`src/sv/rgis_pkg.sv`:
```
package rgis_pkg;

   // Tile edge in pixels; must be a power of two
   localparam int TILE_PIXELS  = 64;
   // Tile edge in Q.8 units is 2**TILE_SHIFT
   localparam int TILE_SHIFT   = $clog2(TILE_PIXELS) + 8;
   localparam int CORDIC_STEPS = 20;
   localparam int STEP_W       = 5;
   localparam int LANES        = 4;

   localparam int POS_W  = 24;
   localparam int ANG_W  = 16;
   localparam int GRID_W = POS_W + 1;
   localparam int DH_W   = TILE_SHIFT + 2;
   localparam int CS_W   = 33;
   localparam int Z_W    = 25;
   localparam int QUO_W  = 33;
   localparam int NUM_W  = TILE_SHIFT + 32;
   localparam int PROD_W = NUM_W + 1;

   localparam logic [GRID_W-1:0]      TILE_Q     = GRID_W'(1) << TILE_SHIFT;
   localparam logic signed [CS_W-1:0] CORDIC_ONE = CS_W'(1) <<< 30;
   localparam logic signed [31:0]     S32_MAX    = 32'sh7fff_ffff;
   localparam logic signed [31:0]     S32_MIN    = 32'sh8000_0000;
   localparam logic [QUO_W-1:0]       POS_LIMIT  = QUO_W'(64'h7fff_ffff);
   localparam logic [QUO_W-1:0]       NEG_LIMIT  = QUO_W'(64'h8000_0000);

   typedef struct packed {
      logic [POS_W-1:0] player_x;
      logic [POS_W-1:0] player_y;
      logic [ANG_W-1:0] heading;
   } req_type;

   typedef struct packed {
      logic               facing_down;
      logic               facing_right;
      logic signed [31:0] horz_x;
      logic signed [31:0] horz_y;
      logic signed [31:0] horz_xstep;
      logic signed [31:0] horz_ystep;
      logic signed [31:0] vert_x;
      logic signed [31:0] vert_y;
      logic signed [31:0] vert_xstep;
      logic signed [31:0] vert_ystep;
      logic               clipped;
   } rsp_type;

   typedef struct packed {
      logic [POS_W-1:0]       px;
      logic [POS_W-1:0]       py;
      logic                   down;
      logic                   right;
      logic [GRID_W-1:0]      hy;
      logic [GRID_W-1:0]      vx;
      logic signed [DH_W-1:0] dh;
      logic signed [DH_W-1:0] dv;
      logic [1:0]             quad;
      logic                   r_zero;
   } ctx_type;

   typedef struct packed {
      logic signed [CS_W-1:0] x;
      logic signed [CS_W-1:0] y;
      logic signed [Z_W-1:0]  z;
      ctx_type                ctx;
   } cordic_type;

   typedef struct packed {
      logic [QUO_W-1:0] rem;
      logic [QUO_W-1:0] low;
      logic [QUO_W-1:0] quo;
      logic [QUO_W-1:0] den;
   } lane_type;

   typedef struct packed {
      logic [POS_W-1:0]  px;
      logic [POS_W-1:0]  py;
      logic              down;
      logic              right;
      logic [GRID_W-1:0] hy;
      logic [GRID_W-1:0] vx;
      logic              s_zero;
      logic              c_zero;
      logic [LANES-1:0]  neg;
      logic [LANES-1:0]  ov;
   } div_info_type;

   typedef struct packed {
      lane_type [LANES-1:0] lane;
      div_info_type         info;
   } div_type;

   typedef struct packed {
      logic signed [31:0] value;
      logic               clip;
   } sat_type;

   // Arctangent of 2**-i in 2**24 units per turn
   function automatic logic signed [Z_W-1:0] atan_turn(input logic [STEP_W-1:0] idx);
      logic signed [Z_W-1:0] v;
      case (idx)
         5'd0:  v = Z_W'(2097152);
         5'd1:  v = Z_W'(1238021);
         5'd2:  v = Z_W'(654136);
         5'd3:  v = Z_W'(332050);
         5'd4:  v = Z_W'(166669);
         5'd5:  v = Z_W'(83416);
         5'd6:  v = Z_W'(41718);
         5'd7:  v = Z_W'(20860);
         5'd8:  v = Z_W'(10430);
         5'd9:  v = Z_W'(5215);
         5'd10: v = Z_W'(2608);
         5'd11: v = Z_W'(1304);
         5'd12: v = Z_W'(652);
         5'd13: v = Z_W'(326);
         5'd14: v = Z_W'(163);
         5'd15: v = Z_W'(81);
         5'd16: v = Z_W'(41);
         5'd17: v = Z_W'(20);
         5'd18: v = Z_W'(10);
         5'd19: v = Z_W'(5);
         default: v = '0;
      endcase
      return v;
   endfunction

endpackage

```
`src/sv/rgis_div_cell.sv`:
```
module rgis_div_cell
   import rgis_pkg::*;
(
   input  logic    clock,
   input  logic    reset,
   input  logic    in_valid,
   output logic    in_ready,
   input  div_type in_data,
   output logic    out_valid,
   input  logic    out_ready,
   output div_type out_data
);

   logic             valid_ff;
   div_type          data_ff;
   div_type          data_in;
   logic [QUO_W:0]   trial;

   assign in_ready = !valid_ff || out_ready;

   // one restoring quotient bit per lane
   always_comb begin
      trial   = '0;
      data_in = in_data;
      for (int i = 0; i < LANES; i++) begin
         trial = {in_data.lane[i].rem, in_data.lane[i].low[QUO_W-1]};
         data_in.lane[i].low = {in_data.lane[i].low[QUO_W-2:0], 1'b0};
         if (trial >= {1'b0, in_data.lane[i].den}) begin
            data_in.lane[i].rem = QUO_W'(trial - {1'b0, in_data.lane[i].den});
            data_in.lane[i].quo = {in_data.lane[i].quo[QUO_W-2:0], 1'b1};
         end else begin
            data_in.lane[i].rem = trial[QUO_W-1:0];
            data_in.lane[i].quo = {in_data.lane[i].quo[QUO_W-2:0], 1'b0};
         end
      end
   end

   always_ff @(posedge clock) begin
      if (reset) begin
         valid_ff <= 1'b0;
      end else if (in_ready) begin
         valid_ff <= in_valid;
      end
   end

   always_ff @(posedge clock) begin
      if (in_ready && in_valid) begin
         data_ff <= data_in;
      end
   end

   assign out_valid = valid_ff;
   assign out_data  = data_ff;

endmodule

```
`config.mk`:
```
export PLATFORM = sky130hd
export DESIGN_NAME = rgis_div_cell
export DESIGN_NICKNAME = d
export VERILOG_FILES = /design/src/sv/rgis_pkg.sv /design/src/sv/rgis_div_cell.sv
export SDC_FILE = /design/constraint.sdc
export NUM_CORES = 1
export LEC_CHECK = 0
export BUFFER_PORTS_ARGS = -buffer_cell sky130_fd_sc_hd__buf_2
export CAP_MARGIN = 20
export CORE_AREA = 2 2 495 497
export CTS_CLUSTER_DIAMETER = 40
export DETAILED_ROUTE_END_ITERATION = 10
export DIE_AREA = 0 0 497 499
export HOLD_SLACK_MARGIN = 0.05
export PLACE_DENSITY = 0.3
export SYNTH_ARGS = -nofsm -noshare
export SYNTH_HDL_FRONTEND = slang
export SYNTH_SLANG_ARGS = --single-unit
```
`constraint.sdc`:
```
create_clock -name clock -period 18.6 [get_ports clock]
set_input_delay 0.93 -clock clock [delete_from_list [all_inputs] [get_ports clock]]
set_output_delay 0.93 -clock clock [all_outputs]
set_load 0.02 [all_outputs]
```
==> impl_metrics.env <==
export IMPL_cts_tree="done"
export IMPL_postCtsHoldBufs=0
export IMPL_synthArstFlopShare=0
export IMPL_setup_viol=0
export IMPL_finClkSkew_ps=78.6
export IMPL_core_mm2=0.243
export IMPL_clock_root_buffer="clkbuf_16"
export IMPL_syn_area_mm2=0.0282
export IMPL_portBuffers=1273
export IMPL_rsz0062_at_grt="no"
export IMPL_grt_max_degree=155
export IMPL_pin_count=1282
export IMPL_fin_crit_sh=0.235
export IMPL_clock_path_buffers=3
export IMPL_cts_htree_levels=4
export IMPL_clock_latency_ps=840
export IMPL_numClockSinks=635
export IMPL_ys_seq_elements=635
export IMPL_yosysSeqAreaShare=0.676
export IMPL_fmax_mhz=228
export IMPL_routed_via_density=3.40
export IMPL_outcome="finished clean"
export IMPL_drt_iter0_markers=1363
export IMPL_ir_drop_mv=0.0752
export IMPL_final_cells=6819
export IMPL_worstPathRequired_ps=19100
export IMPL_fin_nets=4206
export IMPL_dpl_hpwl_mm=140
export IMPL_postCtsSetupBuffers=0
export IMPL_cts_resized=0
export IMPL_cap_violations=0
export IMPL_wl_per_cell_um=24.6
export IMPL_place_ws_ps=13400
export IMPL_fp_dieW_um=497
export IMPL_synth_ff_type="edfxtp_1"
export IMPL_drc=0
export IMPL_tns_ps=0
export IMPL_drive_gt1_frac=0.461
export IMPL_worstMarginPinSlew_ps=1070
export IMPL_synth_edf_count=634
export IMPL_max_slew_margin_rel=0.286
export IMPL_postSynthAreaPerCell_um2=14.0
export IMPL_p_total_uw=5610
export IMPL_synth_distinct_cells=76
export IMPL_fp_row_count=181
export IMPL_critPathMaxFanout=19
export IMPL_hold_violations=0
export IMPL_grt_pass1_wl_mm=219
export IMPL_routed_via_count=23200
export IMPL_syn_to_final_growth_pct=58.1
export IMPL_fin_area_mm2=0.0446
export IMPL_min_path_type="in -> reg"
export IMPL_arrival_ps=4880
export IMPL_cts_made_buffers=172
export IMPL_drt_wl_total_mm=168
export IMPL_die_area_mm2=0.248
export IMPL_start_util=0.116
export IMPL_die_y_um=499
export IMPL_crit_type="in -> reg"
export IMPL_p_leak_uw=0.0186
export IMPL_gr_total_overflow=0
export IMPL_cp_start_kind="input pin"
export IMPL_critPathCaptureType="flip-flop"
export IMPL_antenna_left=0
export IMPL_track_usage=0.130
export IMPL_powerDensity_mw_per_mm2=126
export IMPL_dp_cells=6456
export IMPL_path_clk_slew_ps=50
export IMPL_synthCells=2015
export IMPL_antenna_found_initial=145
export IMPL_yosys_warnings=0
export IMPL_fin_ws_ps=14220
export IMPL_gp_congestion=0.817
export IMPL_slew_viol_final=0
export IMPL_first_global_vias=24100
export IMPL_placed_cell_area_mm2=0.0384
export IMPL_period_minus_slack_ps=4380
export IMPL_dr_pass1_iters=5
path summary, 6_finish.rpt:
path                              startpoint             to  slack, ps  cells past startpoint
worst min register to register     out_valid      out_valid        520                      2
worst max register to register     out_valid  out_data[213]      14810                      5
worst min-delay path            in_data[461]  out_data[462]        270                      1
worst max-delay path            in_data[242]  out_data[369]      14220                     14
where the power goes:
part | internal (uW) | switching, uW | total (uW)
clock | 2030 | 1060 | 3080
combinational | 262 | 518 | 780
sequential | 1720 | 29.0 | 1750
total | 4010 | 1600 | 5610
synth_stat cells, types with 18 or more instances:
| cell type | number | share of area |
|---|---|---|
| edfxtp_1 | 634 | 0.68 |
| inv_1 | 175 | 0.023 |
| nand2_1 | 150 | 0.020 |
| a21oi_1 | 133 | 0.024 |
| ha_1 | 132 | 0.059 |
| o21ai_0 | 108 | 0.019 |
| a21o_1 | 63 | 0.017 |
| xnor2_1 | 63 | 0.020 |
| nor2_1 | 62 | 0.0083 |
| mux2_2 | 59 | 0.024 |
| xor2_1 | 48 | 0.015 |
| nand4_1 | 31 | 0.0069 |
| nand3_1 | 29 | 0.0051 |
| clkbuf_1 | 22 | 0.0029 |
| o21a_1 | 20 | 0.0053 |
| o21bai_1 | 19 | 0.0051 |
| o31ai_1 | 18 | 0.0048 |
layout by cell type, fill, tap and decap left out, types with 63 or more instances in the layout:
master,instances
a21oi_1,133
nand2_1,150
clkbuf_16,172
edfxtp_1,634
o21ai_0,108
a21o_1,63
inv_1,175
xnor2_1,63
buf_2,1273
ha_1,132
per-layer routing:
metal	wire, um	vias up	global-route usage
met5	565	-	0
met4	4930	90	0.0369
met3	18900	375	0.0702
met2	81800	1153	0.224
met1	61600	11100	0.137
li1	-	10500	-
logic make-up (layout without fill, tap and decap cells):
kind of cell	count (synthesis)	after routing	synth area share
and+or+nand+nor	378	378	0.0645
AOI/OAI and AO/OA	457	457	0.101
muxes	70	70	0.0277
other	1	46	0.000133
xor gates and xnor gates	111	111	0.0345
adders and majority gates	136	136	0.0614
buffers and inverters	227	1784	0.0345
DFF	635	635	0.676
critical path: stages:
cell and delay [ps]:
buf_2 130, ha_1 230, inv_1 70, fa_1 240, a211oi_1 130, o21ai_1 320
a211oi_1 180, nor4_1 380, o21ai_0 170, o211ai_1 260, a21boi_2 160, o21ai_2 770
buf_4 450, mux2_2 400
final cells by class:
type / instances / area [um2]
diodes: 42 / 105
clock buffers: 188 / 4360
clock inverters: 133 / 1700
fillers: 26900 / 198000
inverters: 175 / 657
multi-input cells: 1156 / 8200
flip-flops and latches: 635 / 19100
well taps: 3202 / 4010
repair buffers: 1288 / 6500
state kept, by name, indices dropped and copies added (netlist names):
| signal | cells |
|---|---|
| out_valid | 1 |
| out_data | 634 |
metrics by stage:
step / hold slack [ps] / utilization
finish: 270 / 0.184
global placement: 502 / 0.158
detailed placement: 521 / 0.158
CTS: 153 / 0.183
global route: 176 / 0.183
floorplan: 729 / -
No activity file was read; power rests on OpenSTA's default activity.
