**src/sv/rgis_pkg.sv**
```systemverilog
package rgis_pkg;

   // Tile edge in pixels; must be a power of two
   localparam int TILE_PIXELS  = 64;
   // Tile edge in Q.8 units is 2**TILE_SHIFT
   localparam int TILE_SHIFT   = $clog2(TILE_PIXELS) + 8;
   localparam int CORDIC_STEPS = 20;
   localparam int STEP_W       = 5;
   localparam int LANES        = 4;

   localparam int POS_W  = 24;
   localparam int ANG_W  = 16;
   localparam int GRID_W = POS_W + 1;
   localparam int DH_W   = TILE_SHIFT + 2;
   localparam int CS_W   = 33;
   localparam int Z_W    = 25;
   localparam int QUO_W  = 33;
   localparam int NUM_W  = TILE_SHIFT + 32;
   localparam int PROD_W = NUM_W + 1;

   localparam logic [GRID_W-1:0]      TILE_Q     = GRID_W'(1) << TILE_SHIFT;
   localparam logic signed [CS_W-1:0] CORDIC_ONE = CS_W'(1) <<< 30;
   localparam logic signed [31:0]     S32_MAX    = 32'sh7fff_ffff;
   localparam logic signed [31:0]     S32_MIN    = 32'sh8000_0000;
   localparam logic [QUO_W-1:0]       POS_LIMIT  = QUO_W'(64'h7fff_ffff);
   localparam logic [QUO_W-1:0]       NEG_LIMIT  = QUO_W'(64'h8000_0000);

   typedef struct packed {
      logic [POS_W-1:0] player_x;
      logic [POS_W-1:0] player_y;
      logic [ANG_W-1:0] heading;
   } req_type;

   typedef struct packed {
      logic               facing_down;
      logic               facing_right;
      logic signed [31:0] horz_x;
      logic signed [31:0] horz_y;
      logic signed [31:0] horz_xstep;
      logic signed [31:0] horz_ystep;
      logic signed [31:0] vert_x;
      logic signed [31:0] vert_y;
      logic signed [31:0] vert_xstep;
      logic signed [31:0] vert_ystep;
      logic               clipped;
   } rsp_type;

   typedef struct packed {
      logic [POS_W-1:0]       px;
      logic [POS_W-1:0]       py;
      logic                   down;
      logic                   right;
      logic [GRID_W-1:0]      hy;
      logic [GRID_W-1:0]      vx;
      logic signed [DH_W-1:0] dh;
      logic signed [DH_W-1:0] dv;
      logic [1:0]             quad;
      logic                   r_zero;
   } ctx_type;

   typedef struct packed {
      logic signed [CS_W-1:0] x;
      logic signed [CS_W-1:0] y;
      logic signed [Z_W-1:0]  z;
      ctx_type                ctx;
   } cordic_type;

   typedef struct packed {
      logic [QUO_W-1:0] rem;
      logic [QUO_W-1:0] low;
      logic [QUO_W-1:0] quo;
      logic [QUO_W-1:0] den;
   } lane_type;

   typedef struct packed {
      logic [POS_W-1:0]  px;
      logic [POS_W-1:0]  py;
      logic              down;
      logic              right;
      logic [GRID_W-1:0] hy;
      logic [GRID_W-1:0] vx;
      logic              s_zero;
      logic              c_zero;
      logic [LANES-1:0]  neg;
      logic [LANES-1:0]  ov;
   } div_info_type;

   typedef struct packed {
      lane_type [LANES-1:0] lane;
      div_info_type         info;
   } div_type;

   typedef struct packed {
      logic signed [31:0] value;
      logic               clip;
   } sat_type;

   // Arctangent of 2**-i in 2**24 units per turn
   function automatic logic signed [Z_W-1:0] atan_turn(input logic [STEP_W-1:0] idx);
      logic signed [Z_W-1:0] v;
      case (idx)
         5'd0:  v = Z_W'(2097152);
         5'd1:  v = Z_W'(1238021);
         5'd2:  v = Z_W'(654136);
         5'd3:  v = Z_W'(332050);
         5'd4:  v = Z_W'(166669);
         5'd5:  v = Z_W'(83416);
         5'd6:  v = Z_W'(41718);
         5'd7:  v = Z_W'(20860);
         5'd8:  v = Z_W'(10430);
         5'd9:  v = Z_W'(5215);
         5'd10: v = Z_W'(2608);
         5'd11: v = Z_W'(1304);
         5'd12: v = Z_W'(652);
         5'd13: v = Z_W'(326);
         5'd14: v = Z_W'(163);
         5'd15: v = Z_W'(81);
         5'd16: v = Z_W'(41);
         5'd17: v = Z_W'(20);
         5'd18: v = Z_W'(10);
         5'd19: v = Z_W'(5);
         default: v = '0;
      endcase
      return v;
   endfunction

endpackage

```
**src/sv/rgis_cordic_cell.sv**
```systemverilog
module rgis_cordic_cell
   import rgis_pkg::*;
(
   input  logic              clock,
   input  logic              reset,
   input  logic [STEP_W-1:0] step_idx,
   input  logic              in_valid,
   output logic              in_ready,
   input  cordic_type        in_data,
   output logic              out_valid,
   input  logic              out_ready,
   output cordic_type        out_data
);

   logic                   valid_ff;
   cordic_type             data_ff;
   cordic_type             data_in;
   logic signed [CS_W-1:0] dx;
   logic signed [CS_W-1:0] dy;

   assign in_ready = !valid_ff || out_ready;

   // one rotation step, direction from the sign of the residual angle
   always_comb begin
      dx      = in_data.y >>> step_idx;
      dy      = in_data.x >>> step_idx;
      data_in = in_data;
      if (!in_data.z[Z_W-1]) begin
         data_in.x = in_data.x - dx;
         data_in.y = in_data.y + dy;
         data_in.z = in_data.z - atan_turn(step_idx);
      end else begin
         data_in.x = in_data.x + dx;
         data_in.y = in_data.y - dy;
         data_in.z = in_data.z + atan_turn(step_idx);
      end
   end

   always_ff @(posedge clock) begin
      if (reset) begin
         valid_ff <= 1'b0;
      end else if (in_ready) begin
         valid_ff <= in_valid;
      end
   end

   always_ff @(posedge clock) begin
      if (in_ready && in_valid) begin
         data_ff <= data_in;
      end
   end

   assign out_valid = valid_ff;
   assign out_data  = data_ff;

endmodule

```
**config.mk**
```make
export PLATFORM = sky130hd
export DESIGN_NAME = rgis_cordic_cell
export DESIGN_NICKNAME = d
export VERILOG_FILES = /design/src/sv/rgis_pkg.sv /design/src/sv/rgis_cordic_cell.sv
export SDC_FILE = /design/constraint.sdc
export NUM_CORES = 1
export LEC_CHECK = 0
export ABC_AREA = 1
export BUFFER_PORTS_ARGS = -buffer_cell sky130_fd_sc_hd__buf_2
export CAP_MARGIN = 20
export CORE_MARGIN = 4
export CORE_UTILIZATION = 50
export DETAILED_ROUTE_END_ITERATION = 6
export PLACE_DENSITY = 0.76
export SETUP_SLACK_MARGIN = 0.4
export SYNTH_ARGS = -nofsm -noshare
export SYNTH_HDL_FRONTEND = slang
export SYNTH_SLANG_ARGS = --single-unit
```
**constraint.sdc**
```tcl
create_clock -name clock -period 17.9 [get_ports clock]
set_input_delay 3.58 -clock clock [delete_from_list [all_inputs] [get_ports clock]]
set_output_delay 3.58 -clock clock [all_outputs]
set_load 0.1 [all_outputs]
```
==> metrics, run 1 <==
H-tree depth=1; Global Route Usage Sum=0.327; TNS Setup=0 ns; clock root cell=clkbuf_16; Num CTS Buffers=27; flop2flop setup slack=15.46 ns; Clock Latency Late Sink=0.57 ns; WL per Instance=20.2 microns; Starting Density=0.507; GRT overflow=0; final worst slack=9.09 ns; number of gates resized after CTS=0; top-count cell post-synth=nand2_1; area share of the largest cell type after synthesis=0.377; drt pass-1 iters=6; maximum VDD drop=0.115 mV; RSZ-0062 raised after global routing=no; Post-Synthesis Cells=2,455; largest cells by area after synthesis=edfxtp_1 38%, nand2_1 17%, nand3_1 10%; vias in the first global route=17,400; Slew Viols, Final=0; Flop pwr share=0.287; area delta synth->final=19.8%; hold_ws=0.565 ns; share of layout cells above drive strength 1=0.189; Worst setup SP type=input port; top cells by count, synth=806 x nand2_1, 368 x nand3_1, 226 x edfxtp_1; CTS tree=built; FF-to-FF path depth=3; Primary FF master, synth=edfxtp_1; via/cell ratio=5.61; Max Root-Sink Buffers=3; MaxCap Viol Count=0; Req. time, crit path=18.23 ns; HP Start=out_valid; number of enable flip-flop cells after synthesis=226; Die H=198 microns; Slew headroom=0.305; DRT iter0 DRCs=1,992; Power Density=113 nW/um^2; final setup fails=0; period utilisation layout=0.492; vias after detailed routing=18,900; worst r2r src=out_valid; final core occ=0.607; Hold Fails Final Rpt=0; sequential share of the synthesized area=0.378; Critical path destination=out_data[192]; Post-CTS Hold Fix Bufs=0; Core ar.=35,600 sq um; leading area contributor after synthesis=edfxtp_1; Post-CTS Setup Inserts=0; combinational fraction of design power=0.487; Num Clock Sinks=227; synthesized area=18,000 sq um; Slew @ Worst Pin=1.04 ns; clock skew=0.00758 ns; part of the power in the clock network=0.227; Post-Route WL=68.0 mm; die footprint=39,100 sq um; initial antenna violation count=13; asr flop ratio synth=0; Synthesis Warnings=0; Crit. End Element=register; Max Clock Freq=113 MHz; Lkg Pwr=10.6 nW; total power=2.44 mW; IO Port Bufs=462; Int Pwr=1.26 mW; # DRC=0; Sw Pwr=1.18 mW; library cells used by synthesis=47; synthesized flop and latch total=227; Reg clk slew, reported paths=0.06 ns; switching share of power=0.482; die width=198 microns; crit path time final=8.81 ns; pre-CTS setup slack=8.31 ns; # rows=69; status=completed; syn nets=2,791; crit path DAT=9.14 ns; Synth Area per Inst=7.34 sq um; Final nets=3,216; worst-path fanout max=70; crit path kind=input port to register; Post-DP HPWL=54.9 mm; final estimated routing congestion in global placement=0.967; r2r endpoint=out_data[208]; largest net degree at the start of global routing=92; post-route ant nets=0; crit path from=step_idx[2]; worst min path class=register to register; Ports=463; first-pass GRT wire length=99.6 mm
==> power by group through the flow <==
stage	Sequential, mW	Clock (mW)	Combinational (mW)
global placement	0.709	0	1.17
global route	0.705	0.585	1.26
detailed placement	0.711	0	1.17
finish	0.700	0.553	1.19
floorplan	1.20	0	0.445
CTS	0.701	0.563	1.18
==> critical path: stages <==
cell and delay, ns:
buf_2 0.08, buf_4 0.60, inv_2 0.61, nor2_1 0.64, nand3_1 0.15, o21ai_0 0.11
nand2_1 0.12, nand3_1 0.20, inv_1 0.07, nand2_1 0.11, o21ai_0 0.12, xor2_1 0.26
ha_1 0.32, nand2_1 0.09, nand2_1 0.05, a21oi_1 0.49, o21ai_0 0.42, nand3_1 0.18
nand3_1 0.14, nand2_1 0.09, o211ai_1 0.12, a21boi_0 0.34, inv_1 0.07, nand2_1 0.07
nand2_1 0.04
==> layout by cell type, fill, tap and decap left out, drive strengths merged, types with 2 or more instances in the layout <==
cell	instances
a211oi	4
a21o	7
a21oi	125
a31oi	11
and2	3
buf	477
bufinv	3
clkbuf	35
clkinv	8
diode	11
edfxtp	226
fa	3
ha	98
inv	218
nand2	808
nand3	371
nand3b	5
nand4	21
nor2	186
nor3	19
nor4	10
o2111ai	2
o211ai	8
o21a	10
o21ai	87
o21bai	6
xnor2	40
xor2	99
==> per-stage QoR <==
stage | area [sq um] | std cells
after floorplan | 18000 | 2455
after global placement | 20600 | 3309
after detailed placement | 20600 | 3309
after CTS | 21500 | 3358
after global routing | 21600 | 3368
final | 21600 | 3372
==> routing by layer <==
| metal | vias up | routed length (microns) | GRT usage |
|---|---|---|---|
| met5 | - | 0 | 0 |
| met4 | 0 | 2660 | 0.119 |
| met3 | 134 | 5640 | 0.0516 |
| met2 | 901 | 32400 | 0.550 |
| met1 | 8741 | 27400 | 0.430 |
| li1 | 9125 | - | - |
==> sequential cells by signal, summed over array words and instances, names as in the netlist <==
| register | cells |
|---|---|
| out_valid | 1 |
| out_data | 226 |
==> kinds of logic (layout without fill, tap and decap cells) <==
group,count (synthesis),in the layout,share of synthesized area
simple gates,1425,1425,0.332
other cells,0,11,0
xor+xnor,139,139,0.0675
fa+ha+maj,101,101,0.0714
buf+inv,296,741,0.0671
compound gates,267,267,0.0841
flops,227,227,0.378
==> cell type report <==
cell class / instances / area (sq um)
antenna: 11 / 27.5
clock buffer: 35 / 706
clock inverter: 14 / 176
fill: 3376 / 14000
inverter: 215 / 807
multi-input combinational: 1932 / 10000
sequential: 227 / 6810
tap: 461 / 577
timing repair buffer: 477 / 2470
==> worst min-delay path by stage <==
stage | depth (start not counted) | endpoint
floorplan | 2 | out_valid
global route | 2 | out_valid
finish | 2 | out_valid
detailed placement | 2 | out_valid
global placement | 2 | out_valid
CTS | 2 | out_valid
Power figures use the tool's default switching activity.
==> inputs of run 2 (changes only) <==
--- a/config.mk
+++ b/config.mk
@@ -11,7 +11,7 @@
 export CORE_MARGIN = 4
 export CORE_UTILIZATION = 50
 export DETAILED_ROUTE_END_ITERATION = 6
-export PLACE_DENSITY = 0.76
+export PLACE_DENSITY = 0.79
 export SETUP_SLACK_MARGIN = 0.4
 export SYNTH_ARGS = -nofsm -noshare
 export SYNTH_HDL_FRONTEND = slang
==> constraint.sdc (replaced) <==
create_clock -name clock -period 8.1 [get_ports clock]
set_input_delay 1.62 -clock clock [delete_from_list [all_inputs] [get_ports clock]]
set_output_delay 1.62 -clock clock [all_outputs]
set_load 0.1 [all_outputs]
==> run 2 against run 1 <==
Compared with the run above:
- cell count is 0.15% higher
- critical path type unchanged
- routed wire length is 2.1% higher
- largest cell class unchanged
- clock skew is 0.00058 ns higher
- highest routed layer is now met5
- the flow now finishes with violations (DRC)
- sequential share of layout area hardly changed
==> metrics, run 2 (synthesis gave the netlist of run 1 again) <==
crit path time final=6.54 ns; Ports=463; H-tree depth=1; IO Port Bufs=462; TNS Setup=0 ns; # rows=69; Post-Route WL=69.5 mm; number of gates resized after CTS=0; met3 WL=5.97 mm; Clock Latency Late Sink=0.54 ns; Final nets=3,221; failing checks=DRC; most frequent cells in the layout=806 x nand2_1, 462 x buf_2, 368 x nand3_1, 226 x edfxtp_1, 208 x inv_1; placed instance count=3,317; Core ar.=35,600 sq um; status=finished with violations; Post-CTS Setup Inserts=0; register area=6810 sq um; Slew headroom=0.356; via/cell ratio=5.68; Lkg Pwr=10.6 nW; clock root cell=clkbuf_16; worst r2r src=out_valid; multi-input logic area=10,000 sq um; area delta synth->final=19.7%; crit path from=step_idx[1]; period utilisation layout=0.808; Worst setup SP type=input port; Max Root-Sink Buffers=3; max reg flops=226; r2r endpoint=out_data[222]; most common cell after layout, fill and taps aside=nand2_1; Fillers=3,357; Num CTS Buffers=26; Post-CTS Hold Fix Bufs=0; worst min path class=register to register; Starting Density=0.507; crit path DAT=6.84 ns; Max Clock Freq=153 MHz; Reg clk slew, reported paths=0.06 ns; Hold Fails Final Rpt=0; share of layout cells above drive strength 1=0.190; final estimated routing congestion in global placement=1.01; worst-path fanout max=38; die footprint=39,100 sq um; RSZ-0062 raised after global routing=no; largest net degree at the start of global routing=167; die width=198 microns; DRT met1 WL=28.3 mm; Crit. End Element=register; WL per Instance=20.6 microns; GRT overflow=0; Num Clock Sinks=227; vias after detailed routing=19,200; Slew Viols, Final=0; final setup fails=0; FF-to-FF path depth=2; crit path kind=input port to register; initial antenna violation count=10; Req. time, crit path=8.40 ns; CTS tree=built; MaxCap Viol Count=0; # DRC=1; Slew @ Worst Pin=0.966 ns; Power Density=247 nW/um^2; flop2flop setup slack=6.34 ns; Critical path destination=out_data[225]; DRT iter0 DRCs=1,874; Global Route Usage Sum=0.338; metal2 WL=32.7 mm; Post-DP HPWL=56.5 mm; maximum VDD drop=0.294 mV; vias in the first global route=17,700; first-pass GRT wire length=103 mm; hold_ws=0.640 ns; post-route ant nets=0; Top Layer Used=met5; drt pass-1 iters=7; clock skew=0.00816 ns; total power=5.34 mW; Die H=198 microns; Post-Layout Cell Count=3,377
run 2: per-layer routing:
layer	vias to the layer above	track usage
met5	-	0
li1	9119	-
met2	1025	0.561
met4	2	0.106
met1	8917	0.460
met3	135	0.0465
run 2: how the worst min path moves through the flow:
stage / start / end / slack [ns] / cells after the start
final: out_valid / out_valid / 0.64 / 2
after global routing: out_valid / out_valid / 0.66 / 2
after CTS: out_valid / out_valid / 0.63 / 2
after detailed placement: out_valid / out_valid / 0.58 / 2
after global placement: out_valid / out_valid / 0.57 / 2
after floorplan: out_valid / out_valid / 1.69 / 2
run 2: power breakdown:
group,internal (mW),switching [mW]
Combinational,0.564,2.07
Sequential,1.51,0.0354
Clock,0.674,0.485
Total,2.75,2.59
run 2: layout make-up:
type,count,share of cell area
antenna,12,0.00139
inverter,215,0.0374
sequential,227,0.315
timing repair buffer,483,0.116
clock buffer,31,0.0320
tap,461,0.0267
multi-input combinational,1932,0.465
clock inverter,16,0.00679
run 2: metrics by stage:
stage / cell area [sq um] / setup slack, ns / utilization
finish: 21600 / 1.56 / 0.607
global route: 21600 / 1.09 / 0.606
CTS: 21500 / 1.45 / 0.605
detailed placement: 20700 / 0.862 / 0.582
global placement: 20700 / 1.03 / 0.582
floorplan: 18000 / 2.18 / -
run 2: worst max-delay path: stages:
cell     delay (ns)
buf_2          0.38
inv_2          0.41
nor2_1         0.55
nand3_1        0.14
nand3_1        0.14
nand2_1        0.06
nand2_1        0.09
inv_1          0.04
nand2_1        0.10
inv_1          0.10
ha_1           0.31
nand2_1        0.08
o21ai_0        0.23
fa_1           0.52
nand3_1        0.15
nand2_1        0.11
a21oi_1        0.46
o21ai_0        0.35
nand3_1        0.20
nand3_1        0.15
a21o_1         0.22
a21oi_1        0.22
inv_1          0.06
nand3_1        0.08
nand2_1        0.05
